==> src/hw/rtl/bfshd_pkg.sv <==
package bfshd_pkg;

    // default graph size and fixed field widths
    localparam int MAX_NODES_DEF  = 32;
    localparam int NODE_W         = 5;
    localparam int NODE_COUNT_W   = 6;
    localparam int DIST_W         = 5;
    localparam int CMD_W          = 2;

    localparam logic [NODE_COUNT_W-1:0] NODE_COUNT_RST = 6'd32;
    localparam logic [DIST_W-1:0]       DIST_MAX       = 5'd31;

    // command codes
    localparam logic [CMD_W-1:0] CMD_ADD   = 2'd0;
    localparam logic [CMD_W-1:0] CMD_QUERY = 2'd1;
    localparam logic [CMD_W-1:0] CMD_CLEAR = 2'd2;

    // control from the sequencer to the adjacency store
    typedef struct packed {
        logic rd_en;
        logic wr_en;
        logic clear;
    } mem_ctl_t;

endpackage

==> src/hw/rtl/bfshd_adj_store.sv <==
module bfshd_adj_store #(
    parameter int MAX_NODES = bfshd_pkg::MAX_NODES_DEF,
    parameter int ADDR_W    = $clog2(MAX_NODES)
) (
    input  logic                    clk,
    input  logic                    rst_n,
    input  bfshd_pkg::mem_ctl_t     ctl,
    input  logic [ADDR_W-1:0]       rd_addr,
    input  logic [ADDR_W-1:0]       wr_addr,
    input  logic [MAX_NODES-1:0]    wr_data,
    output logic [MAX_NODES-1:0]    rd_data
);

    // one row per vertex, one read and one write port
    logic [MAX_NODES-1:0] adj_mem [MAX_NODES];
    logic [MAX_NODES-1:0] rd_data_reg;
    logic [MAX_NODES-1:0] row_valid_reg;
    logic                 rd_valid_reg;

    always_ff @(posedge clk)
    begin
        if (ctl.wr_en)
        begin
            adj_mem[wr_addr] <= wr_data;
        end
        if (ctl.rd_en)
        begin
            rd_data_reg <= adj_mem[rd_addr];
        end
    end

    // a row never written since reset or clear reads as empty
    always_ff @(posedge clk or negedge rst_n)
    begin
        if (!rst_n)
        begin
            row_valid_reg <= '0;
            rd_valid_reg  <= 1'b0;
        end
        else
        begin
            if (ctl.clear)
            begin
                row_valid_reg <= '0;
            end
            else if (ctl.wr_en)
            begin
                row_valid_reg[wr_addr] <= 1'b1;
            end
            if (ctl.rd_en)
            begin
                rd_valid_reg <= row_valid_reg[rd_addr];
            end
        end
    end

    assign rd_data = rd_valid_reg ? rd_data_reg : '0;

endmodule

==> src/hw/rtl/bfs_hop_distance_top.sv <==
// hop-distance engine over a small undirected graph held as an adjacency bit
// matrix (one memory row per vertex, reset and the clear command empty it).
// a command beat is taken when start is high and busy is low. add edge sets
// both directions of the edge and gives no result; with both endpoints in use
// it keeps busy high through S_ADD_A and S_ADD_B (read-modify-write of each
// endpoint row), otherwise it is dropped without raising busy. clear graph
// and the unused command code leave busy low and give no result. a query
// gives exactly one result beat: done is high for one cycle with hop_distance
// and reachable, and the receiver cannot hold it off. queries with an endpoint
// outside node_count or with source equal to destination answer in the cycle
// after the command. any other query runs a level-by-level search: each level
// reads rows 0..n-1 through the single memory read port in S_SCAN, then forms
// the next frontier in S_LEVEL; the result beat follows in the cycle after the
// last S_LEVEL, where n is node_count clamped to MAX_NODES. the user must write
// node_count with cfg_write only while the block is idle; the block does not
// enforce this. edges to vertices beyond a shrunk node_count stay stored but
// are never entered. distance saturates at 31 and reads 0 when unreachable.
module bfs_hop_distance_top #(
    parameter int MAX_NODES = bfshd_pkg::MAX_NODES_DEF
) (
    input  logic                                clk,
    input  logic                                rst_n,
    // configuration
    input  logic                                cfg_write,
    input  logic [bfshd_pkg::NODE_COUNT_W-1:0]  node_count,
    // command side
    input  logic                                start,
    output logic                                busy,
    input  logic [bfshd_pkg::CMD_W-1:0]         command,
    input  logic [bfshd_pkg::NODE_W-1:0]        node_a,
    input  logic [bfshd_pkg::NODE_W-1:0]        node_b,
    // result side
    output logic                                done,
    output logic [bfshd_pkg::DIST_W-1:0]        hop_distance,
    output logic                                reachable
);

    localparam int ADDR_W = $clog2(MAX_NODES);
    localparam int CNT_W  = $clog2(MAX_NODES + 1);
    localparam int WIDE_W = bfshd_pkg::NODE_COUNT_W + 1;

    // sequencer states
    localparam logic [2:0] S_IDLE  = 3'd0;
    localparam logic [2:0] S_ADD_A = 3'd1;
    localparam logic [2:0] S_ADD_B = 3'd2;
    localparam logic [2:0] S_SCAN  = 3'd3;
    localparam logic [2:0] S_LEVEL = 3'd4;

    localparam logic [MAX_NODES-1:0] ONE_ROW = {{(MAX_NODES-1){1'b0}}, 1'b1};

    logic [2:0]                         state_reg, state_next;
    logic [bfshd_pkg::NODE_COUNT_W-1:0] node_count_reg;
    logic [ADDR_W-1:0]                  a_reg, a_next;
    logic [ADDR_W-1:0]                  b_reg, b_next;
    logic [MAX_NODES-1:0]               visited_reg, visited_next;
    logic [MAX_NODES-1:0]               frontier_reg, frontier_next;
    logic [MAX_NODES-1:0]               acc_reg, acc_next;
    logic [ADDR_W-1:0]                  scan_idx_reg, scan_idx_next;
    logic [ADDR_W-1:0]                  pend_row_reg, pend_row_next;
    logic                               pend_valid_reg, pend_valid_next;
    logic [bfshd_pkg::DIST_W-1:0]       level_reg, level_next;
    logic [CNT_W-1:0]                   levels_reg, levels_next;
    logic                               done_reg, done_next;
    logic [bfshd_pkg::DIST_W-1:0]       dist_reg, dist_next;
    logic                               reach_reg, reach_next;

    logic [WIDE_W-1:0]                  n_wide;
    logic [MAX_NODES-1:0]               use_mask;
    logic [MAX_NODES-1:0]               row_data;
    logic [MAX_NODES-1:0]               row_term;
    logic [MAX_NODES-1:0]               new_nodes;
    logic                               a_in_use;
    logic                               b_in_use;
    logic                               accept;

    bfshd_pkg::mem_ctl_t                mem_ctl;
    logic [ADDR_W-1:0]                  rd_addr;
    logic [ADDR_W-1:0]                  wr_addr;
    logic [MAX_NODES-1:0]               wr_data;

    bfshd_adj_store #(
        .MAX_NODES (MAX_NODES),
        .ADDR_W    (ADDR_W)
    ) u_adj_store (
        .clk     (clk),
        .rst_n   (rst_n),
        .ctl     (mem_ctl),
        .rd_addr (rd_addr),
        .wr_addr (wr_addr),
        .wr_data (wr_data),
        .rd_data (row_data)
    );

    // vertex count in effect, clamped to the matrix size
    always_comb
    begin
        if (WIDE_W'(node_count_reg) > WIDE_W'(MAX_NODES))
        begin
            n_wide = WIDE_W'(MAX_NODES);
        end
        else
        begin
            n_wide = WIDE_W'(node_count_reg);
        end
    end

    always_comb
    begin
        for (int i = 0; i < MAX_NODES; i++)
        begin
            use_mask[i] = (WIDE_W'(i) < n_wide);
        end
    end

    assign a_in_use = (WIDE_W'(node_a) < n_wide);
    assign b_in_use = (WIDE_W'(node_b) < n_wide);
    assign busy     = (state_reg != S_IDLE);
    assign accept   = start && !busy;

    // row read last cycle counts only if that vertex is on the frontier
    assign row_term  = (pend_valid_reg && frontier_reg[pend_row_reg]) ? row_data : '0;
    assign new_nodes = (acc_reg | row_term) & use_mask & ~visited_reg;

    always_comb
    begin
        state_next      = state_reg;
        a_next          = a_reg;
        b_next          = b_reg;
        visited_next    = visited_reg;
        frontier_next   = frontier_reg;
        acc_next        = acc_reg;
        scan_idx_next   = scan_idx_reg;
        pend_row_next   = pend_row_reg;
        pend_valid_next = pend_valid_reg;
        level_next      = level_reg;
        levels_next     = levels_reg;
        done_next       = 1'b0;
        dist_next       = dist_reg;
        reach_next      = reach_reg;
        mem_ctl         = '0;
        rd_addr         = '0;
        wr_addr         = '0;
        wr_data         = '0;

        case (state_reg)
            S_IDLE:
            begin
                if (accept)
                begin
                    a_next = ADDR_W'(node_a);
                    b_next = ADDR_W'(node_b);
                    case (command)
                        bfshd_pkg::CMD_ADD:
                        begin
                            // out-of-use endpoints leave the graph untouched
                            if (a_in_use && b_in_use)
                            begin
                                mem_ctl.rd_en = 1'b1;
                                rd_addr       = ADDR_W'(node_a);
                                state_next    = S_ADD_A;
                            end
                        end
                        bfshd_pkg::CMD_QUERY:
                        begin
                            visited_next = '0;
                            frontier_next = '0;
                            level_next   = '0;
                            levels_next  = '0;
                            if (!a_in_use || !b_in_use)
                            begin
                                done_next  = 1'b1;
                                dist_next  = '0;
                                reach_next = 1'b0;
                            end
                            else if (node_a == node_b)
                            begin
                                done_next  = 1'b1;
                                dist_next  = '0;
                                reach_next = 1'b1;
                            end
                            else
                            begin
                                visited_next    = ONE_ROW << ADDR_W'(node_a);
                                frontier_next   = ONE_ROW << ADDR_W'(node_a);
                                acc_next        = '0;
                                scan_idx_next   = '0;
                                pend_valid_next = 1'b0;
                                state_next      = S_SCAN;
                            end
                        end
                        bfshd_pkg::CMD_CLEAR:
                        begin
                            mem_ctl.clear = 1'b1;
                        end
                        default:
                        begin
                        end
                    endcase
                end
            end

            S_ADD_A:
            begin
                // row a arrives now; read row b with the old contents
                mem_ctl.wr_en = 1'b1;
                wr_addr       = a_reg;
                wr_data       = row_data | (ONE_ROW << b_reg);
                mem_ctl.rd_en = 1'b1;
                rd_addr       = b_reg;
                state_next    = S_ADD_B;
            end

            S_ADD_B:
            begin
                mem_ctl.wr_en = 1'b1;
                wr_addr       = b_reg;
                wr_data       = row_data | (ONE_ROW << a_reg);
                state_next    = S_IDLE;
            end

            S_SCAN:
            begin
                mem_ctl.rd_en   = 1'b1;
                rd_addr         = scan_idx_reg;
                acc_next        = acc_reg | row_term;
                pend_row_next   = scan_idx_reg;
                pend_valid_next = 1'b1;
                scan_idx_next   = scan_idx_reg + 1'b1;
                if (WIDE_W'(scan_idx_reg) == n_wide - 1'b1)
                begin
                    state_next = S_LEVEL;
                end
            end

            S_LEVEL:
            begin
                if (new_nodes == '0)
                begin
                    done_next  = 1'b1;
                    dist_next  = '0;
                    reach_next = 1'b0;
                    state_next = S_IDLE;
                end
                else
                begin
                    levels_next   = levels_reg + 1'b1;
                    level_next    = (level_reg == bfshd_pkg::DIST_MAX) ?
                                    level_reg : level_reg + 1'b1;
                    visited_next  = visited_reg | new_nodes;
                    frontier_next = new_nodes;
                    if (new_nodes[b_reg])
                    begin
                        done_next  = 1'b1;
                        dist_next  = (level_reg == bfshd_pkg::DIST_MAX) ?
                                     level_reg : level_reg + 1'b1;
                        reach_next = 1'b1;
                        state_next = S_IDLE;
                    end
                    else if (WIDE_W'(levels_reg) + 1'b1 >= n_wide)
                    begin
                        done_next  = 1'b1;
                        dist_next  = '0;
                        reach_next = 1'b0;
                        state_next = S_IDLE;
                    end
                    else
                    begin
                        acc_next        = '0;
                        scan_idx_next   = '0;
                        pend_valid_next = 1'b0;
                        state_next      = S_SCAN;
                    end
                end
            end

            default:
            begin
                state_next = S_IDLE;
            end
        endcase
    end

    always_ff @(posedge clk or negedge rst_n)
    begin
        if (!rst_n)
        begin
            state_reg      <= S_IDLE;
            node_count_reg <= bfshd_pkg::NODE_COUNT_RST;
            a_reg          <= '0;
            b_reg          <= '0;
            visited_reg    <= '0;
            frontier_reg   <= '0;
            acc_reg        <= '0;
            scan_idx_reg   <= '0;
            pend_row_reg   <= '0;
            pend_valid_reg <= 1'b0;
            level_reg      <= '0;
            levels_reg     <= '0;
            done_reg       <= 1'b0;
            dist_reg       <= '0;
            reach_reg      <= 1'b0;
        end
        else
        begin
            state_reg      <= state_next;
            if (cfg_write)
            begin
                node_count_reg <= node_count;
            end
            a_reg          <= a_next;
            b_reg          <= b_next;
            visited_reg    <= visited_next;
            frontier_reg   <= frontier_next;
            acc_reg        <= acc_next;
            scan_idx_reg   <= scan_idx_next;
            pend_row_reg   <= pend_row_next;
            pend_valid_reg <= pend_valid_next;
            level_reg      <= level_next;
            levels_reg     <= levels_next;
            done_reg       <= done_next;
            dist_reg       <= dist_next;
            reach_reg      <= reach_next;
        end
    end

    assign done         = done_reg;
    assign hop_distance = dist_reg;
    assign reachable    = reach_reg;

    // result beats come only from an accepted command or a running search
    a_done_cause: assert property (@(posedge clk) disable iff (!rst_n)
        done |-> $past(accept) || $past(busy))
        else $error("result beat without a command");

    // an unreachable result carries zero distance
    a_unreach_zero: assert property (@(posedge clk) disable iff (!rst_n)
        (done && !reachable) |-> (hop_distance == '0))
        else $error("unreachable result with nonzero distance");

    // the graph is only written during an add sequence
    a_write_in_add: assert property (@(posedge clk) disable iff (!rst_n)
        mem_ctl.wr_en |-> (state_reg == S_ADD_A || state_reg == S_ADD_B))
        else $error("adjacency write outside add");

    // frontier is always part of the visited set while searching
    a_frontier_seen: assert property (@(posedge clk) disable iff (!rst_n)
        (state_reg == S_SCAN) |-> ((frontier_reg & ~visited_reg) == '0))
        else $error("frontier vertex not marked visited");

endmodule

==> config.mk <==
export PLATFORM = sky130hd
export DESIGN_NAME = bfs_hop_distance_top
export DESIGN_NICKNAME = d
export VERILOG_FILES = /design/src/hw/rtl/bfshd_pkg.sv /design/src/hw/rtl/bfshd_adj_store.sv /design/src/hw/rtl/bfs_hop_distance_top.sv
export SDC_FILE = /design/constraint.sdc
export NUM_CORES = 1
export LEC_CHECK = 0
export ABC_AREA = 1
export BUFFER_PORTS_ARGS = -buffer_cell sky130_fd_sc_hd__buf_2
export CAP_MARGIN = 30
export CORE_UTILIZATION = 50
export DETAILED_ROUTE_END_ITERATION = 16
export PLACE_DENSITY = 0.65
export SLEW_MARGIN = 40
export SYNTH_ARGS = -nofsm -noshare
export SYNTH_HDL_FRONTEND = slang
export SYNTH_HIERARCHICAL = 1
export SYNTH_SLANG_ARGS = --single-unit
==> constraint.sdc <==
create_clock -name clk -period 6.57 [get_ports clk]
set_input_delay 0.9855 -clock clk [delete_from_list [all_inputs] [get_ports clk]]
set_output_delay 0.9855 -clock clk [all_outputs]
set_load 0.005 [all_outputs]
==> results.cfg, run 1 <==
[grt]
grt_pass1_vias = 35810
grt_usage = 0.2850
grt_antenna_before_repair = 1
grt_max_degree = 134
grt_pass1_wl_um = 227900
grt_overflow = 0

[synth]
synthDominantCellAreaShare = 0.5921
seq_area_frac_synth = 0.6748
yosys_warnings = 6
synth-edff-count = 1056
synth_compound_area_frac = 0.05156
syn-instance-count = 5089
synth_cell_type_count = 49
postSynthAreaPerCell_um2 = 10.52
synth_simple_gate_area_frac = 0.2216
synth_fa_ha_area_frac = 0.004439
synth.area.mux_share = 0
synthFlopType = edfxtp_1
yosysMostFrequentCell = nand2_1
netlist_area_um2 = 53560
synthTopCellsByCount = nand2_1 (1,678), edfxtp_1 (1,056), nand3_1 (773)
syn-num-nets = 5130
synth_top_family_by_area = simple AND/OR/NAND/NOR gates
netlist_top_cells_area = edfxtp_1 (59%), nand2_1 (12%), dfrtp_1 (8.2%), nand3_1 (7.2%), a21oi_1 (2.2%)
synth-xor-area-share = 0.001962
ys_seq_elements = 1233
yosysTopAreaCell = edfxtp_1
synthArstFlopShare = 0.1436

[place]
gp_congestion = 1.031
place_inst = 6310
post-dp-hpwl_um = 83620
io_buffers = 29
post-place-ws_ps = 1519
postPlaceCellArea_um2 = 55550

[floorplanning]
rows = 119
start_util = 0.5066
core_um2 = 105700
dieArea_um2 = 108400
die_w_um = 329.3
die_h_um = 329.3
boundaryPins = 30

[clocking]
root_buffer = clkbuf_16
clock_path_buffers = 3
cts_tree = yes
cts_buffers = 130
htree_levels = 4
cts.sinks = 1233
clkLatencyLatePin_ps = 760
clk_pin_slew_ps = 60
cts-hold-fix-buffers = 0
post_cts_buffers = 0
post_cts_resized = 0

[layout]
largest_reg_flops = 1024
area_growth_syn_to_layout_pct = 11.78
layout.nets = 5096
antenna_cells = 0
fin_cells = 6540
stdcell_area_um2 = 59860
top_register = u_adj_store/adj_mem
final_layout_size_suffix_gt1_frac = 0.08817

[sta]
layout_setup_ws_ps = 1403
finClkSkew_ps = 26.31
hold_violations = 0
slew_headroom = 0.3640
rsz0062_at_grt = false
worstMarginPinSlew_ps = 954.0
finalCritPeriodShare = 0.7864
maxSlewViolCount = 0
period_needed_ps = 5167
final.setup.tns_ps = 0
setup-violations-final = 0
fmax_ghz = 0.1936

[critical_path]
path_cells = inv_2 -> nand4_1 -> nand2_1 -> nand2_1 -> ha_1 -> a21oi_1 -> o21ai_0 -> nand3_1 -> nand3_1 -> nand2_1 -> nand2_1 -> o221ai_4 -> buf_4 -> buf_12 -> buf_16 -> nand2_1 -> nand3_1 -> nand3_1 -> a21oi_1 -> nor2_1 -> a21oi_1
rr_endpoint = u_adj_store/rd_data_reg[8]$_DFFE_PP_
arrival_ps = 5750
r2r_slack_ps = 1400
critPathKind = register to register
crit_fanout = 108
cp-start-kind = register
worst_path_max_delay_cell = buf_4
cp_common_cell = nand2_1
required_ps = 7150
reg2regPathDepth = 21
end_kind = register
slowest_delay_ps = 490
crit-reg2reg-launch = node_count_reg[3]$_DFFE_PN0P_

[hold_path]
hp-class = input port to asynchronous set/reset pin

[routing]
dr_total_vias = 38190
drtIter0Drc = 4889
ant_nets = 0
drc = 0
wl_per_cell_um = 23.59
drt_first_pass_iters = 7
via_per_inst = 5.840
routed_wl_um = 154300

[power_and_ir_drop]
p_per_area_nw_per_um2 = 428.7
p_leak_nw = 22.99
ir_drop_uv = 287.2

[flow_run]
drv_cap = 0

[run_status]
outcome = complete, no violations
## critical path: cells and delay by family, from the launching register on
| family | cells | cell delay [ps] |
|---|---|---|
| simple gates | 11 | 1640 |
| compound gates | 5 | 940 |
| flops | 1 | 410 |
| buf+inv | 4 | 1390 |
| fa+ha+maj | 1 | 450 |
## worst max path at each step
stage / startpoint / slack [ps] / end
after floorplan: node_a[4] / 1760 / u_adj_store/rd_data_reg[0]$_DFFE_PP_
after global placement: pend_row_reg[0]$_DFFE_PN0P_ / 1490 / level_reg[0]$_DFFE_PN0P_
after detailed placement: node_count_reg[3]$_DFFE_PN0P_ / 1520 / u_adj_store/rd_data_reg[8]$_DFFE_PP_
after CTS: node_count_reg[3]$_DFFE_PN0P_ / 1500 / u_adj_store/rd_data_reg[8]$_DFFE_PP_
after global routing: node_count_reg[0]$_DFFE_PN0P_ / 1050 / u_adj_store/rd_data_reg[17]$_DFFE_PP_
final: node_count_reg[3]$_DFFE_PN0P_ / 1400 / u_adj_store/rd_data_reg[8]$_DFFE_PP_
## cells by family after synthesis
family | after synthesis
flops | 1233
compound gates | 479
simple gates | 2833
buf+inv | 513
xor+xnor | 12
fa+ha+maj | 19
## routing by layer
metal	global-route usage	vias to the layer above	part of all wire	wire length (µm)
met3	0.04992	332	0.097	15030
met5	0	-	0.000084	13
met4	0.1020	2	0.033	5129
met1	0.4054	18520	0.41	63540
li1	-	17450	-	-
met2	0.4421	1894	0.46	70550
## layout make-up
| type | count | area (µm²) |
|---|---|---|
| Inverter | 215 | 834.6 |
| Sequential cell | 1233 | 36140 |
| Multi-Input combinational cell | 3343 | 15620 |
| Fill cell | 8824 | 45850 |
| Clock inverter | 62 | 645.6 |
| Clock buffer | 164 | 3568 |
| Tap cell | 1391 | 1740 |
| Timing Repair Buffer | 132 | 1311 |
## power by group
group	total (mW)	switching, mW	internal (mW)
clock network	7.30	3.05	4.25
registers	10.4	0.361	10.1
logic	7.95	5.94	2.01
## through the flow
| stage | hold slack (ps) | utilization | power, mW |
|---|---|---|---|
| floorplan | 432.9 | - | 15.72 |
| global placement | 443.6 | 0.5214 | 18.14 |
| detailed placement | 449.2 | 0.5255 | 18.36 |
| CTS | 217.6 | 0.5653 | 25.61 |
| global route | 220.4 | 0.5663 | 26.78 |
| finish | 160.8 | 0.5663 | 25.66 |
## layout by cell type (no fill, tap or decap), types with 22 or more instances in the layout
master     synthesis  routed
a31oi_1           24      24
clkbuf_16          0     138
buf_2            108      28
nand2_1         1678    1678
nor2_4             0      33
nor2_1           289     255
clkbuf_1         112      22
nand3_1          773     773
buf_4             29      68
a21oi_1          232     200
dfrtp_1          176     176
nand4_1           42      42
a21oi_4            0      23
o31ai_1           34      34
inv_1            202     200
edfxtp_1        1056    1056
o21ai_0          127     126
(Power assumes the default switching activity.)
==> inputs of run 2 (changes only) <==
Settings changed: PLACE_DENSITY 0.65 to 0.68.
Clock period 6.57 ns to 4.49 ns, I/O delays scaled along.
==> results.cfg, run 2 (synthesized netlist as in run 1, its figures left out) <==
[run_status]
outcome = complete, no violations

[critical_path]
end_kind = register
critPathLaunch = pend_row_reg[0]$_DFFE_PN0P_
worst_path_max_delay_cell = dfrtp_1
cp_common_cell = nand2_1
required_ps = 5120
cp-start-kind = register
slowest_delay_ps = 590
rr_endpoint = frontier_reg[19]$_DFFE_PN0P_
crit_fanout = 112
r2r_slack_ps = 260
reg2regPathDepth = 21
path_cells = inv_4 -> nand2_1 -> nand3_1 -> nand3_1 -> nand2_1 -> nand2_1 -> nand3_2 -> nand3_4 -> buf_4 -> o21bai_4 -> nand3_1 -> nand2_1 -> nor2_1 -> nand2_1 -> nor2_1 -> nand3_2 -> nand2_2 -> inv_2 -> buf_12 -> nand2_1 -> nand2_1
critPathKind = register to register
crit-reg2reg-launch = pend_row_reg[0]$_DFFE_PN0P_
arrival_ps = 4850

[flow_run]
drv_cap = 0

[floorplanning]
core_um2 = 105700
die_h_um = 329.3
boundaryPins = 30
start_util = 0.5066
dieArea_um2 = 108400
rows = 119
die_w_um = 329.3

[routing]
drc = 0
drtIter0Drc = 4737
wl_per_cell_um = 23.40
routed_wl_um = 154800
via_per_inst = 5.861
drt_first_pass_iters = 6
ant_nets = 0
dr_total_vias = 38770

[sta]
rsz0062_at_grt = false
setup-violations-final = 0
slew_headroom = 0.4024
whs_ps = 153.4
hold_violations = 0
finClkSkew_ps = 30.65
maxSlewViolCount = 0
worstMarginPinSlew_ps = 896.4
fmax_ghz = 0.2367
finalCritPeriodShare = 0.9410
final.setup.tns_ps = 0
period_needed_ps = 4225

[layout]
antenna_cells = 0
layout_commonest_cell = nand2_1
largest_reg_flops = 1024
area_growth_syn_to_layout_pct = 12.78
top_register = u_adj_store/adj_mem
layout.nets = 5161
final_layout_size_suffix_gt1_frac = 0.09724
fin_util = 0.5714
final_cell_mix = nand2_1 (1,677), edfxtp_1 (1,056), nand3_1 (773)

[clocking]
htree_levels = 3
root_buffer = clkbuf_16
clock_path_buffers = 3
clk_pin_slew_ps = 60
clkLatencyLatePin_ps = 750
cts.sinks = 1233
cts_buffers = 121
cts_tree = yes

[grt]
grt_pass1_wl_um = 229100
grt_usage = 0.2829
grt_max_degree = 187
grt_pass1_vias = 36140
grt_antenna_before_repair = 2
grt_overflow = 0

[hold_path]
min-delay-start = node_count[5]
hold_path_end = node_count_reg[5]$_DFFE_PN1P_
hp-class = input port to register
hold_depth = 3

[place]
post-dp-hpwl_um = 86730
gp_congestion = 0.9772
io_buffers = 29

[power_and_ir_drop]
p_per_area_nw_per_um2 = 619.6
ir_drop_uv = 374.5
p_leak_nw = 23.31
==> run 2: changes by cell type in the layout (fill, tap and decap cells not counted), sizes merged <==
cell / change
dlygate4sd3: +1
buf: +73
clkinv: +10
clkbuf: -10
clkinvlp: +1
==> run 2: layer usage <==
layer | vias to the layer above | wire length [µm] | track usage
li1 | 17580 | - | -
met4 | 2 | 6081 | 0.1088
met1 | 18920 | 62870 | 0.4018
met2 | 1911 | 71010 | 0.4386
met3 | 362 | 14840 | 0.04619
met5 | - | 13 | 0
==> run 2: layout make-up <==
type / instances / area (µm²)
clock buffers: 155 / 3247
clock inverters: 72 / 683.2
fillers: 8752 / 45310
inverters: 215 / 837.1
multi-input cells: 3343 / 15450
flip-flops and latches: 1233 / 36140
well taps: 1391 / 1740
repair buffers: 205 / 2292
repair inverters: 1 / 8.758
==> run 2: how the worst max path moves through the flow <==
stage                                                 end  slack (ps)  depth (start not counted)
finish                       frontier_reg[19]$_DFFE_PN0P_         260                         21
global route                      acc_reg[17]$_DFFE_PN0P_          20                         22
CTS                 u_adj_store/rd_data_reg[28]$_DFFE_PP_         240                         22
detailed placement   u_adj_store/rd_data_reg[6]$_DFFE_PP_         310                         22
global placement     u_adj_store/rd_data_reg[6]$_DFFE_PP_         300                         22
floorplan            u_adj_store/rd_data_reg[0]$_DFFE_PP_         750                         12
==> run 2: where the power goes <==
| group | internal (mW) | leakage, nW | switching [mW] | total (mW) |
|---|---|---|---|---|
| registers | 14.7 | 12.3 | 0.605 | 15.3 |
| logic | 3.37 | 9.07 | 8.69 | 12.1 |
| clock network | 5.69 | 1.91 | 4.38 | 10.1 |
| total | 23.8 | 23.3 | 13.7 | 37.4 |
==> run 2: per-stage QoR <==
stage | power (mW) | worst slack, ps | cells | cell area, µm²
3_5_place_dp | 27.26 | 306.3 | 6380 | 56350
6_report | 37.42 | 264.7 | 6615 | 60400
5_1_grt | 39.13 | 24.64 | 6615 | 60400
2_1_floorplan | 23.00 | 745.3 | 5089 | 53560
3_3_place_gp | 27.06 | 300.6 | 6375 | 56240
4_1_cts | 37.28 | 244.9 | 6608 | 60290
==> run 2: critical path, delay by kind of cell (launching register included) <==
family | cells | cell delay, ps
flops | 1 | 590
compound gates | 1 | 100
buf+inv | 4 | 700
simple gates | 16 | 2590
==> run 2: timing repair <==
| item | 4_1_cts | 5_1_grt |
|---|---|---|
| gates resized for setup | 0 | 2 |
| setup buffers | 0 | 4 |
| endpoints found under the hold margin | 29 | 0 |
| setup endpoints to repair | 0 | 19 |
| hold buffers | 1 | 0 |
